[src/rtl/dfrx_pkg.sv]
// Shared constants, codes and control types for the delimited frame receiver.
package dfrx_pkg;

  localparam int MAX_DATA_DEF  = 12;
  localparam int BODY_OVERHEAD = 3;
  localparam int SUM_W         = 7;
  localparam int BYTE_W        = 8;
  localparam int CNT_OUT_W     = 4;
  localparam int STAT_W        = 2;
  localparam int CFG_IDX_W     = 1;

  localparam logic [CFG_IDX_W-1:0] REG_START_MARKER = 1'd0;
  localparam logic [CFG_IDX_W-1:0] REG_END_MARKER   = 1'd1;

  localparam logic [STAT_W-1:0] FS_OK      = 2'd0;
  localparam logic [STAT_W-1:0] FS_BAD_SUM = 2'd1;
  localparam logic [STAT_W-1:0] FS_SHORT   = 2'd2;
  localparam logic [STAT_W-1:0] FS_LONG    = 2'd3;

  typedef struct packed {
    logic take;
    logic rd;
    logic load;
    logic adv;
  } dfrx_cmd_t;

  typedef struct packed {
    logic close;
    logic multi;
    logic last;
    logic out_free;
  } dfrx_sts_t;

endpackage

[src/rtl/dfrx_ctrl.sv]
// Controller state machine: input acceptance and result sequencing.
module dfrx_ctrl import dfrx_pkg::*; (
  input  logic      clk_i,
  input  logic      rst_ni,
  input  logic      in_valid_i,
  output logic      in_stall_o,
  input  dfrx_sts_t sts_i,
  output dfrx_cmd_t cmd_o
);

  localparam logic [1:0] ST_IDLE = 2'd0;
  localparam logic [1:0] ST_READ = 2'd1;
  localparam logic [1:0] ST_LOAD = 2'd2;

  logic [1:0] state_q, state_d;

  always_comb begin
    state_d    = state_q;
    cmd_o      = '0;
    in_stall_o = 1'b1;
    case (state_q)
      ST_IDLE: begin
        in_stall_o = 1'b0;
        cmd_o.take = in_valid_i;
        if (in_valid_i && sts_i.close) begin
          state_d = sts_i.multi ? ST_READ : ST_LOAD;
        end
      end
      ST_READ: begin
        cmd_o.rd = 1'b1;
        state_d  = ST_LOAD;
      end
      ST_LOAD: begin
        if (sts_i.out_free) begin
          cmd_o.load = 1'b1;
          if (sts_i.last) begin
            state_d = ST_IDLE;
          end else begin
            cmd_o.adv = 1'b1;
            state_d   = ST_READ;
          end
        end
      end
      default: begin
        state_d = ST_IDLE;
      end
    endcase
  end

  always_ff @(posedge clk_i or negedge rst_ni) begin
    if (!rst_ni) begin
      state_q <= ST_IDLE;
    end else begin
      state_q <= state_d;
    end
  end

endmodule

[src/rtl/dfrx_dp.sv]
// Datapath: marker registers, body store, checksum, judgment and result register.
module dfrx_dp import dfrx_pkg::*; #(
  parameter int MAX_DATA = MAX_DATA_DEF
) (
  input  logic                 clk_i,
  input  logic                 rst_ni,
  input  logic                 cfg_valid_i,
  input  logic [CFG_IDX_W-1:0] cfg_index_i,
  input  logic [BYTE_W-1:0]    cfg_data_i,
  input  logic [BYTE_W-1:0]    rx_byte_i,
  input  dfrx_cmd_t            cmd_i,
  output dfrx_sts_t            sts_o,
  input  logic                 out_stall_i,
  output logic                 out_valid_o,
  output logic [BYTE_W-1:0]    frame_address_o,
  output logic [BYTE_W-1:0]    frame_command_o,
  output logic [CNT_OUT_W-1:0] data_count_o,
  output logic [CNT_OUT_W-1:0] data_index_o,
  output logic [BYTE_W-1:0]    data_value_o,
  output logic [STAT_W-1:0]    frame_status_o,
  output logic                 last_of_frame_o
);

  localparam int STORE_DEPTH = MAX_DATA + BODY_OVERHEAD;
  localparam int CNT_W       = $clog2(STORE_DEPTH + 1);
  localparam int ADDR_W      = $clog2(STORE_DEPTH);

  logic [BYTE_W-1:0] start_q, end_q;
  logic              in_frame_q;
  logic [CNT_W-1:0]  count_q;
  logic              too_long_q;
  logic [BYTE_W-1:0] addr_q, cmd_q, last_q;
  logic [SUM_W-1:0]  sum_all_q, sum_prev_q;
  logic [BYTE_W-1:0] mem [STORE_DEPTH];
  logic [BYTE_W-1:0] rd_data_q;
  logic [CNT_W-1:0]  idx_q, n_q;
  logic [STAT_W-1:0] status_q;
  logic              single_q;

  logic [STAT_W-1:0] status_d;
  logic [CNT_W-1:0]  n_d;
  logic              is_close, is_store, ok_d, multi_d;
  logic [CNT_W-1:0]  rd_sum;
  logic [CNT_W+CNT_OUT_W-1:0] n_ext, idx_ext;

  assign is_close = in_frame_q && (rx_byte_i == end_q);
  assign is_store = cmd_i.take && in_frame_q && !is_close &&
                    (count_q < CNT_W'(STORE_DEPTH));
  assign n_d      = count_q - CNT_W'(BODY_OVERHEAD);

  always_comb begin
    if (too_long_q) begin
      status_d = FS_LONG;
    end else if (count_q < CNT_W'(BODY_OVERHEAD)) begin
      status_d = FS_SHORT;
    end else if ({1'b0, sum_prev_q} != last_q) begin
      status_d = FS_BAD_SUM;
    end else begin
      status_d = FS_OK;
    end
  end

  assign ok_d    = (status_d == FS_OK);
  assign multi_d = ok_d && (n_d != '0);

  assign sts_o.close    = is_close;
  assign sts_o.multi    = multi_d;
  assign sts_o.last     = single_q || (idx_q == n_q - CNT_W'(1));
  assign sts_o.out_free = !out_valid_o || !out_stall_i;

  always_ff @(posedge clk_i or negedge rst_ni) begin
    if (!rst_ni) begin
      start_q    <= '0;
      end_q      <= '0;
      in_frame_q <= 1'b0;
      count_q    <= '0;
      too_long_q <= 1'b0;
      out_valid_o <= 1'b0;
    end else begin
      if (cfg_valid_i && cfg_index_i == REG_START_MARKER) begin
        start_q <= cfg_data_i;
      end
      if (cfg_valid_i && cfg_index_i == REG_END_MARKER) begin
        end_q <= cfg_data_i;
      end
      if (cmd_i.take) begin
        if (!in_frame_q) begin
          if (rx_byte_i == start_q) begin
            in_frame_q <= 1'b1;
            count_q    <= '0;
            too_long_q <= 1'b0;
          end
        end else if (is_close) begin
          in_frame_q <= 1'b0;
        end else if (count_q < CNT_W'(STORE_DEPTH)) begin
          count_q <= count_q + CNT_W'(1);
        end else begin
          too_long_q <= 1'b1;
        end
      end
      if (cmd_i.load) begin
        out_valid_o <= 1'b1;
      end else if (!out_stall_i) begin
        out_valid_o <= 1'b0;
      end
    end
  end

  assign rd_sum = idx_q + CNT_W'(2);

  always_ff @(posedge clk_i) begin
    if (is_store) begin
      mem[count_q[ADDR_W-1:0]] <= rx_byte_i;
    end
    if (cmd_i.rd) begin
      rd_data_q <= mem[rd_sum[ADDR_W-1:0]];
    end
  end

  always_ff @(posedge clk_i) begin
    if (cmd_i.take && !in_frame_q && rx_byte_i == start_q) begin
      sum_all_q  <= '0;
      sum_prev_q <= '0;
    end
    if (is_store) begin
      sum_prev_q <= sum_all_q;
      sum_all_q  <= sum_all_q + rx_byte_i[SUM_W-1:0];
      last_q     <= rx_byte_i;
      if (count_q == CNT_W'(0)) begin
        addr_q <= rx_byte_i;
      end
      if (count_q == CNT_W'(1)) begin
        cmd_q <= rx_byte_i;
      end
    end
    if (cmd_i.take && is_close) begin
      status_q <= status_d;
      n_q      <= n_d;
      single_q <= !multi_d;
      idx_q    <= '0;
    end else if (cmd_i.adv) begin
      idx_q <= idx_q + CNT_W'(1);
    end
  end

  assign n_ext   = {{CNT_OUT_W{1'b0}}, n_q};
  assign idx_ext = {{CNT_OUT_W{1'b0}}, idx_q};

  always_ff @(posedge clk_i) begin
    if (cmd_i.load) begin
      frame_address_o <= (count_q >= CNT_W'(1)) ? addr_q : '0;
      frame_command_o <= (count_q >= CNT_W'(2)) ? cmd_q : '0;
      data_count_o    <= single_q ? '0 : n_ext[CNT_OUT_W-1:0];
      data_index_o    <= single_q ? '0 : idx_ext[CNT_OUT_W-1:0];
      data_value_o    <= single_q ? '0 : rd_data_q;
      frame_status_o  <= status_q;
      last_of_frame_o <= sts_o.last;
    end
  end

endmodule

[src/rtl/delimited_frame_receiver_sum_check.sv]
// Top level of the delimited frame receiver with 7-bit additive checksum.
//
//   channel  direction  handshake            payload
//   cfg      in         cfg_valid/cfg_ready  cfg_index, cfg_data
//   in       in         in_valid/in_stall    rx_byte
//   out      out        out_valid/out_stall  frame fields, status, last flag
//
// A byte that hunts or stores is accepted without holding the input. An end byte
// is judged in its accept cycle, then holds the input while each data word passes
// a store read and then a result load, or a result load alone for a single result
// word, as the body store has a single read port for the data words. Reset clears
// markers and framing state; the store is not cleared. Output stalls hold the
// result register and stretch the load.
module delimited_frame_receiver_sum_check import dfrx_pkg::*; #(
  parameter int MAX_DATA = MAX_DATA_DEF
) (
  input  logic                 clk_i,
  input  logic                 rst_ni,
  input  logic                 cfg_valid_i,
  output logic                 cfg_ready_o,
  input  logic [CFG_IDX_W-1:0] cfg_index_i,
  input  logic [BYTE_W-1:0]    cfg_data_i,
  input  logic                 in_valid_i,
  output logic                 in_stall_o,
  input  logic [BYTE_W-1:0]    rx_byte_i,
  output logic                 out_valid_o,
  input  logic                 out_stall_i,
  output logic [BYTE_W-1:0]    frame_address_o,
  output logic [BYTE_W-1:0]    frame_command_o,
  output logic [CNT_OUT_W-1:0] data_count_o,
  output logic [CNT_OUT_W-1:0] data_index_o,
  output logic [BYTE_W-1:0]    data_value_o,
  output logic [STAT_W-1:0]    frame_status_o,
  output logic                 last_of_frame_o
);

  dfrx_cmd_t cmd;
  dfrx_sts_t sts;

  assign cfg_ready_o = 1'b1;

  dfrx_ctrl u_ctrl (
    .clk_i      (clk_i),
    .rst_ni     (rst_ni),
    .in_valid_i (in_valid_i),
    .in_stall_o (in_stall_o),
    .sts_i      (sts),
    .cmd_o      (cmd)
  );

  dfrx_dp #(
    .MAX_DATA (MAX_DATA)
  ) u_dp (
    .clk_i           (clk_i),
    .rst_ni          (rst_ni),
    .cfg_valid_i     (cfg_valid_i),
    .cfg_index_i     (cfg_index_i),
    .cfg_data_i      (cfg_data_i),
    .rx_byte_i       (rx_byte_i),
    .cmd_i           (cmd),
    .sts_o           (sts),
    .out_stall_i     (out_stall_i),
    .out_valid_o     (out_valid_o),
    .frame_address_o (frame_address_o),
    .frame_command_o (frame_command_o),
    .data_count_o    (data_count_o),
    .data_index_o    (data_index_o),
    .data_value_o    (data_value_o),
    .frame_status_o  (frame_status_o),
    .last_of_frame_o (last_of_frame_o)
  );

endmodule

[config.mk]
export PLATFORM = sky130hd
export DESIGN_NAME = delimited_frame_receiver_sum_check
export DESIGN_NICKNAME = d
export VERILOG_FILES = /design/src/rtl/dfrx_pkg.sv /design/src/rtl/dfrx_ctrl.sv /design/src/rtl/dfrx_dp.sv /design/src/rtl/delimited_frame_receiver_sum_check.sv
export SDC_FILE = /design/constraint.sdc
export NUM_CORES = 1
export LEC_CHECK = 0
export ABC_AREA = 1
export ABC_CLOCK_PERIOD_IN_PS = 7500
export BUFFER_PORTS_ARGS = -buffer_cell sky130_fd_sc_hd__buf_4
export CELL_PAD_IN_SITES_DETAIL_PLACEMENT = 1
export CELL_PAD_IN_SITES_GLOBAL_PLACEMENT = 1
export CORE_UTILIZATION = 52
export DETAILED_ROUTE_END_ITERATION = 6
export PLACE_DENSITY = 0.83
export SLEW_MARGIN = 20
export SYNTH_ARGS = -nofsm -noshare
export SYNTH_HDL_FRONTEND = slang
export SYNTH_SLANG_ARGS = --single-unit
[constraint.sdc]
create_clock -name clk_i -period 7.5 [get_ports clk_i]
set_clock_uncertainty 0.2 [all_clocks]
set_input_delay 0 -clock clk_i [delete_from_list [all_inputs] [get_ports clk_i]]
set_output_delay 0 -clock clk_i [all_outputs]
set_load 0.05 [all_outputs]
==> results of run 1 <==
-- worst max path at each step --
stage / from / to / slack, ns / cells after the start
2_1_floorplan: u_dp.out_valid_o$_DFFE_PN0P_ / u_dp.idx_q[1]$_SDFFE_PP0P_ / 4.33 / 6
3_3_place_gp: u_dp.count_q[0]$_DFFE_PN0P_ / u_dp.mem[9][4]$_DFFE_PP_ / 4.54 / 6
3_5_place_dp: u_dp.count_q[0]$_DFFE_PN0P_ / u_dp.mem[3][4]$_DFFE_PP_ / 4.32 / 6
4_1_cts: u_dp.count_q[1]$_DFFE_PN0P_ / u_dp.addr_q[3]$_DFFE_PP_ / 4.28 / 6
5_1_grt: u_dp.count_q[1]$_DFFE_PN0P_ / u_dp.mem[2][0]$_DFFE_PP_ / 4.20 / 6
6_report: u_dp.count_q[0]$_DFFE_PN0P_ / u_dp.mem[8][3]$_DFFE_PP_ / 4.38 / 6
-- logic make-up after synthesis --
group,Yosys count,synth area share
and+or+nand+nor,348,0.1490
DFF,221,0.6706
buffers and inverters,150,0.06198
AOI/OAI and AO/OA,145,0.08649
adders and majority gates,16,0.02152
xor gates and xnor gates,11,0.009984
other,1,0.0003886
-- power breakdown --
part	switching, mW	leakage (nW)	total (mW)	internal (mW)
clock network	0.472	0.378	1.18	0.712
registers	0.0561	2.09	1.54	1.48
logic	0.682	2.05	0.919	0.237
total	1.21	4.52	3.64	2.43
-- metal layers --
layer,vias to the layer above,track usage,wire length [um]
met5,-,0,0
met4,0,0.08397,563
met3,43,0.03083,1248
met2,228,0.5086,13440
met1,3356,0.3428,10300
li1,3197,-,-
-- state kept, by name (all words and copies together), names as in the netlist, 7 cells and up --
name and count:
u_dp.frame_command_o 8, u_dp.rd_data_q 8, u_dp.last_q 8, u_dp.addr_q 7, u_dp.sum_all_q 7, u_dp.end_q 8, u_dp.data_value_o 8, u_dp.start_q 8
u_dp.frame_address_o 8, u_dp.mem 106, u_dp.cmd_q 7, u_dp.sum_prev_q 7
-- cell type report --
class	instances	area [sq um]	area share
multi-input cells	521	2638	0.2319
well taps	229	286.5	0.02519
repair buffers	88	738.2	0.06490
inverters	120	450.4	0.03960
clock buffers	30	644.4	0.05665
flip-flops and latches	221	6471	0.5689
clock inverters	14	146.4	0.01287
-- through the flow --
| step | worst slack (ns) | total power, mW |
|---|---|---|
| final | 4.377 | 3.642 |
| after global routing | 4.195 | 3.779 |
| after CTS | 4.282 | 3.646 |
| after detailed placement | 4.323 | 2.449 |
| after global placement | 4.538 | 2.406 |
| after floorplan | 4.332 | 2.148 |
-- worst max-delay path, cell delays in order, from the launching register on --
cell and delay (ns):
dfrtp_1 0.46, ha_1 0.28, inv_1 0.21, nor2_1 0.14, nor4_4 0.20, nand2_4 0.30, nor3_1 0.94
-- cells in the mapped netlist --
library cell and number:
edfxtp_1 192, nand2_1 159, nor2_1 127, inv_1 117
o21ai_0 85, dfrtp_1 25, nand3_1 25, o211ai_1 20
nor3_1 18, a21oi_1 16, clkbuf_1 16, ha_1 15
buf_2 9, nand4_1 9, o221ai_1 9, o22ai_1 8
xor2_1 7, dfxtp_1 4, xnor2_1 4, a31o_2 2
buf_4 2, buf_6 2, inv_2 2, o21ai_1 2
o21bai_1 2, or2_2 2, and2_1 1, clkbuf_2 1
clkinv_1 1, conb_1 1, fa_1 1, nand2_2 1
nand2_4 1, nand3_2 1, nand3b_1 1, nor2_2 1
nor2_4 1, nor4_4 1, o21a_1 1
-- repair_timing --
action / in CTS / in global routing
buffers inserted: 0 / 0
gates resized for setup: 0 / 0
hold endpoints to repair: 210 / 0
hold buffers: 27 / 0
==> out/results.ini, run 1 <==
[setup_path]
crit_path_end_kind=flop
r2r_start=u_dp.count_q[0]$_DFFE_PN0P_
arrival_ns=3.05
r2r_slack_ns=4.38
r2r_end=u_dp.mem[8][3]$_DFFE_PP_
start_kind=flop
path_max_fanout=34
rr_worst_depth=6
worst_ep_required_time_ns=7.43
crit_type=reg -> reg

[clocking]
cts_tree=done
clkSlewWorstSetupHoldPaths_ns=0.06
cts_buffer_depth=3
cts_made_buffers=24
insertion_delay_ns=0.52
htreeDepth=1
clockRootBuffer=clkbuf_16
clock_sinks=221

[die]
die_area_sq_um=19100
die_h_um=138.2
initial_core_util=0.5335
rows=49
fp.dieW_um=138.2
core_area_sq_um=18090
io_pins=60

[placement]
dp.cells=1152
placed_area_sq_um=10250
gp_congestion=0.8284
dp_hpwl_mm=16.71
port_buffers=58

[yosys]
synthTopCellsByArea=edfxtp_1 (60%), dfrtp_1 (6.5%), nand2_1 (6.2%), nor2_1 (4.9%), inv_1 (4.6%)
syn_avg_cell_area_sq_um=10.82
syn-num-nets=930
netlist_area_sq_um=9649
yosys.area.top_type=edfxtp_1
yosysUniqueCellTypes=39
synth-seq-cells=221
synth_top_area_share=0.5975
yosys_warnings=0
synthCells=892
yosysSeqAreaShare=0.6706

[cells_and_area]
final_cell_mix=edfxtp_1 (192), nand2_1 (159), nor2_1 (126), inv_1 (116), o21ai_0 (85)
num_antenna_cells=0
fin_area_sq_um=11370
syn_to_final_growth_pct=17.88
final_cells=1223
final_common_cell=edfxtp_1
fillers=1905
fin_nets=1014
drive_gt1_frac=0.1197
utilization=0.6289

[timing]
holdWs_ns=0.08205
slew_viol_final=0
fin_crit_ns=3.123
hold_viol_final=0
fin_tns_setup_ns=0
fmax_mhz=320.2
setup_viol=0
period_share=0.4164
tightest_slew_ns=1.113
slew_headroom=0.2521
rsz0062_at_grt=no

[detailed_routing]
drc=7
routed_via_density=5.580
wl_per_cell_um=20.89
via_count=6824
drt_iter0_drc=525
routed_wl_mm=25.55
ant_nets=0
drt_first_pass_iters=7

[min_path]
hold_end=u_dp.out_valid_o$_DFFE_PN0P_
min_path_cells=4
hold_path_class=in -> reg
hold_start=out_stall_i

[status]
run_status=finished with violations
violations=DRC

[global_routing]
grt_max_degree=68
grtUsageTotal=0.2764
grt_overflow=0
antenna_found_initial=0
grt_pass1_wl_mm=40.28
first_global_vias=7397

[flow_run]
cap_violations=0

[power]
leakagePower_nw=4.517
power_density_nw_per_um2=320.2
ir_drop_v=0.0001764

No activity file was read; power rests on OpenSTA's default activity.
==> run 2, diff against run 1 <==
Settings changed: ABC_AREA 1 to 0, ABC_CLOCK_PERIOD_IN_PS 7500 to 2900, PLACE_DENSITY 0.83 to 0.79.
Clock period 7.5 ns to 2.9 ns, I/O delays scaled along.
==> out/results.ini, run 2 <==
[die]
die_h_um=135.3
rows=48
core_area_sq_um=17360
fp.dieW_um=135.3
initial_core_util=0.5327
io_pins=60
die_area_sq_um=18320

[yosys]
synth_common_cells=edfxtp_1 (192), nor2b_1 (35), dfrtp_1 (25)
synthAdderAreaFrac=0.02247
syn_avg_cell_area_sq_um=16.69
synthCells=554
yosys.area.top_type=edfxtp_1
syn-num-nets=592
yosysMostFrequentCell=edfxtp_1
async_reset_ff_frac=0.1131
synth_mux_area_frac=0.09528
synth_enable_flop_cells=192
yosys_warnings=0
synth_compound_area_frac=0.04466
synthTopCellsByArea=edfxtp_1 (62%), dfrtp_1 (6.8%), mux4_2 (5.8%), nor2b_1 (2.4%), ha_1 (2.0%)
synth-xor-area-share=0.03370
synthSimpleGateAreaFrac=0.08553
yosysSeqAreaShare=0.7000
synth_top_family_by_area=multiplexers
netlist_area_sq_um=9245
synth-seq-cells=221
yosysUniqueCellTypes=64
synth-main-ff-cell=edfxtp_1
synth_top_area_share=0.6236

[flow_run]
cap_violations=0

[power]
ir_drop_v=0.0004640
power_density_nw_per_um2=662.7
switching_share=0.2339
combPwrFrac=0.114
power.internal_mw=5.566
switching_power_mw=1.699
leakagePower_nw=3.928
power_frac_seq=0.504
clock_power_share=0.382

[cells_and_area]
num_antenna_cells=0
final_cell_mix=edfxtp_1 (192), buf_4 (68), nor2b_1 (35), dlygate4sd3_1 (29), dfrtp_1 (25)
final_common_cell=edfxtp_1
fin_nets=695
largest_reg_flops=106
drive_gt1_frac=0.2295
syn_to_final_growth_pct=18.58
fillers=1546

[detailed_routing]
routed_wl_mm=20.81
via_count=5100
wl_per_cell_um=23.22
drc=0
routed_via_density=5.692
ant_nets=0
drt_iter0_drc=299
drt_first_pass_iters=5

[placement]
pre_cts_slack_ns=0.2793
port_buffers=58
dp_hpwl_mm=13.49
gp_congestion=0.7513

[setup_path]
rr_worst_depth=6
crit_type=reg -> reg
cp.depth=6
crit_path_end_kind=flop
path_delay_family=simple AND/OR/NAND/NOR gates
start_kind=flop
arrival_ns=2.62
worst_ep_required_time_ns=2.84
cp.buffers_inverters=1
crit_slowest_cell=and4_1
path_max_fanout=21
cp-startpoint=u_dp.count_q[0]$_DFFE_PN0P_
r2r_start=u_dp.count_q[0]$_DFFE_PN0P_
cp_cell_sequence=ha_1 > and3_1 > nor2_1 > o21ai_4 > inv_2 > and4_1
cp_slowest_stage_delay_ns=0.54

[clocking]
clock_sinks=221
cts_made_buffers=23
ctsHoldBuffers=30
cts_buffer_depth=3
cts_resized=0
clkSlewWorstSetupHoldPaths_ns=0.06
cts_tree=done
htreeDepth=1
post_cts_buffers=0
clockRootBuffer=clkbuf_16
insertion_delay_ns=0.51

[timing]
worst_slack_ns=0.2240
slew_viol_final=0
fmax_mhz=373.7
setup_viol=0
rsz0062_at_grt=no
tightest_slew_ns=0.7760
fin_tns_setup_ns=0
fin_crit_ns=2.676
period_share=0.9228
slew_headroom=0.4809
hold_viol_final=0

[min_path]
hold_start=cfg_data_i[1]
hold_path_class=in -> reg
min_path_cells=3

[global_routing]
grtUsageTotal=0.2421
antenna_found_initial=0
grt_overflow=0
first_global_vias=5597
grt_max_degree=39
grt_pass1_wl_mm=32.33

[status]
run_status=finished, final reports clean

==> run 2: power by group through the flow <==
stage	Sequential [mW]	Clock (mW)	Combinational [mW]
after CTS	3.66	2.82	0.830
after global routing	3.67	2.92	0.909
after floorplan	3.73	0	0.427
after detailed placement	3.73	0	0.785
final	3.66	2.77	0.831
after global placement	3.71	0	0.735
==> run 2: final timing paths <==
| kind | slack [ns] | to |
|---|---|---|
| max | 0.22 | u_dp.mem[13][5]$_DFFE_PP_ |
| min | 0.11 | u_dp.start_q[1]$_DFFE_PN0P_ |
| max reg2reg | 0.22 | u_dp.mem[13][5]$_DFFE_PP_ |
| min reg2reg | 0.28 | u_dp.frame_status_o[1]$_DFFE_PP_ |
| max in group asynchronous | 2.03 | u_ctrl.state_q[0]$_DFFE_PN0P_ |
| min in group asynchronous | 0.31 | u_dp.end_q[1]$_DFFE_PN0P_ |
==> run 2: routing by layer <==
metal	vias to the layer above	GRT usage	share of wire
li1	2321	-	-
met1	2572	0.3084	0.39
met2	161	0.4182	0.52
met3	46	0.02993	0.055
met4	0	0.1055	0.037
met5	-	0	0
==> run 2: final cells by class <==
type / count / area, sq um / share of cell area
Inverter: 14 / 52.55 / 0.004793
Timing Repair Buffer: 99 / 840.8 / 0.07669
Clock buffer: 28 / 594.3 / 0.05421
Clock inverter: 11 / 102.6 / 0.009359
Sequential cell: 221 / 6472 / 0.5904
Multi-Input combinational cell: 298 / 2619 / 0.2389
Tap cell: 225 / 281.5 / 0.02568
==> run 2: cell families (layout without fill, tap and decap cells) <==
kind of cell,after synthesis,in the layout
flip-flops,221,221
other,1,1
XOR/XNOR,34,34
AND/OR/NAND/NOR,132,132
adder cells (fa/ha/maj),16,16
buffers and inverters,35,152
multiplexers,56,56
AO/OA/AOI/OAI,59,59
==> run 2: metrics by stage <==
stage	cells	hold WS, ns	total power, mW	util	cell area [sq um]
after floorplan	554	-0.4956	4.159	-	9249
after global placement	827	-0.2779	4.449	0.5736	9956
after detailed placement	827	-0.2755	4.511	0.5736	9956
after CTS	896	0.09444	7.309	0.6316	10960
after global routing	896	0.09789	7.498	0.6316	10960
final	896	0.1058	7.265	0.6316	10960
==> run 2: tightest hold or removal path: cells and delay by family <==
family | cells | cell delay, ns
buffers and inverters | 2 | 0.64
muxes | 1 | 0.13
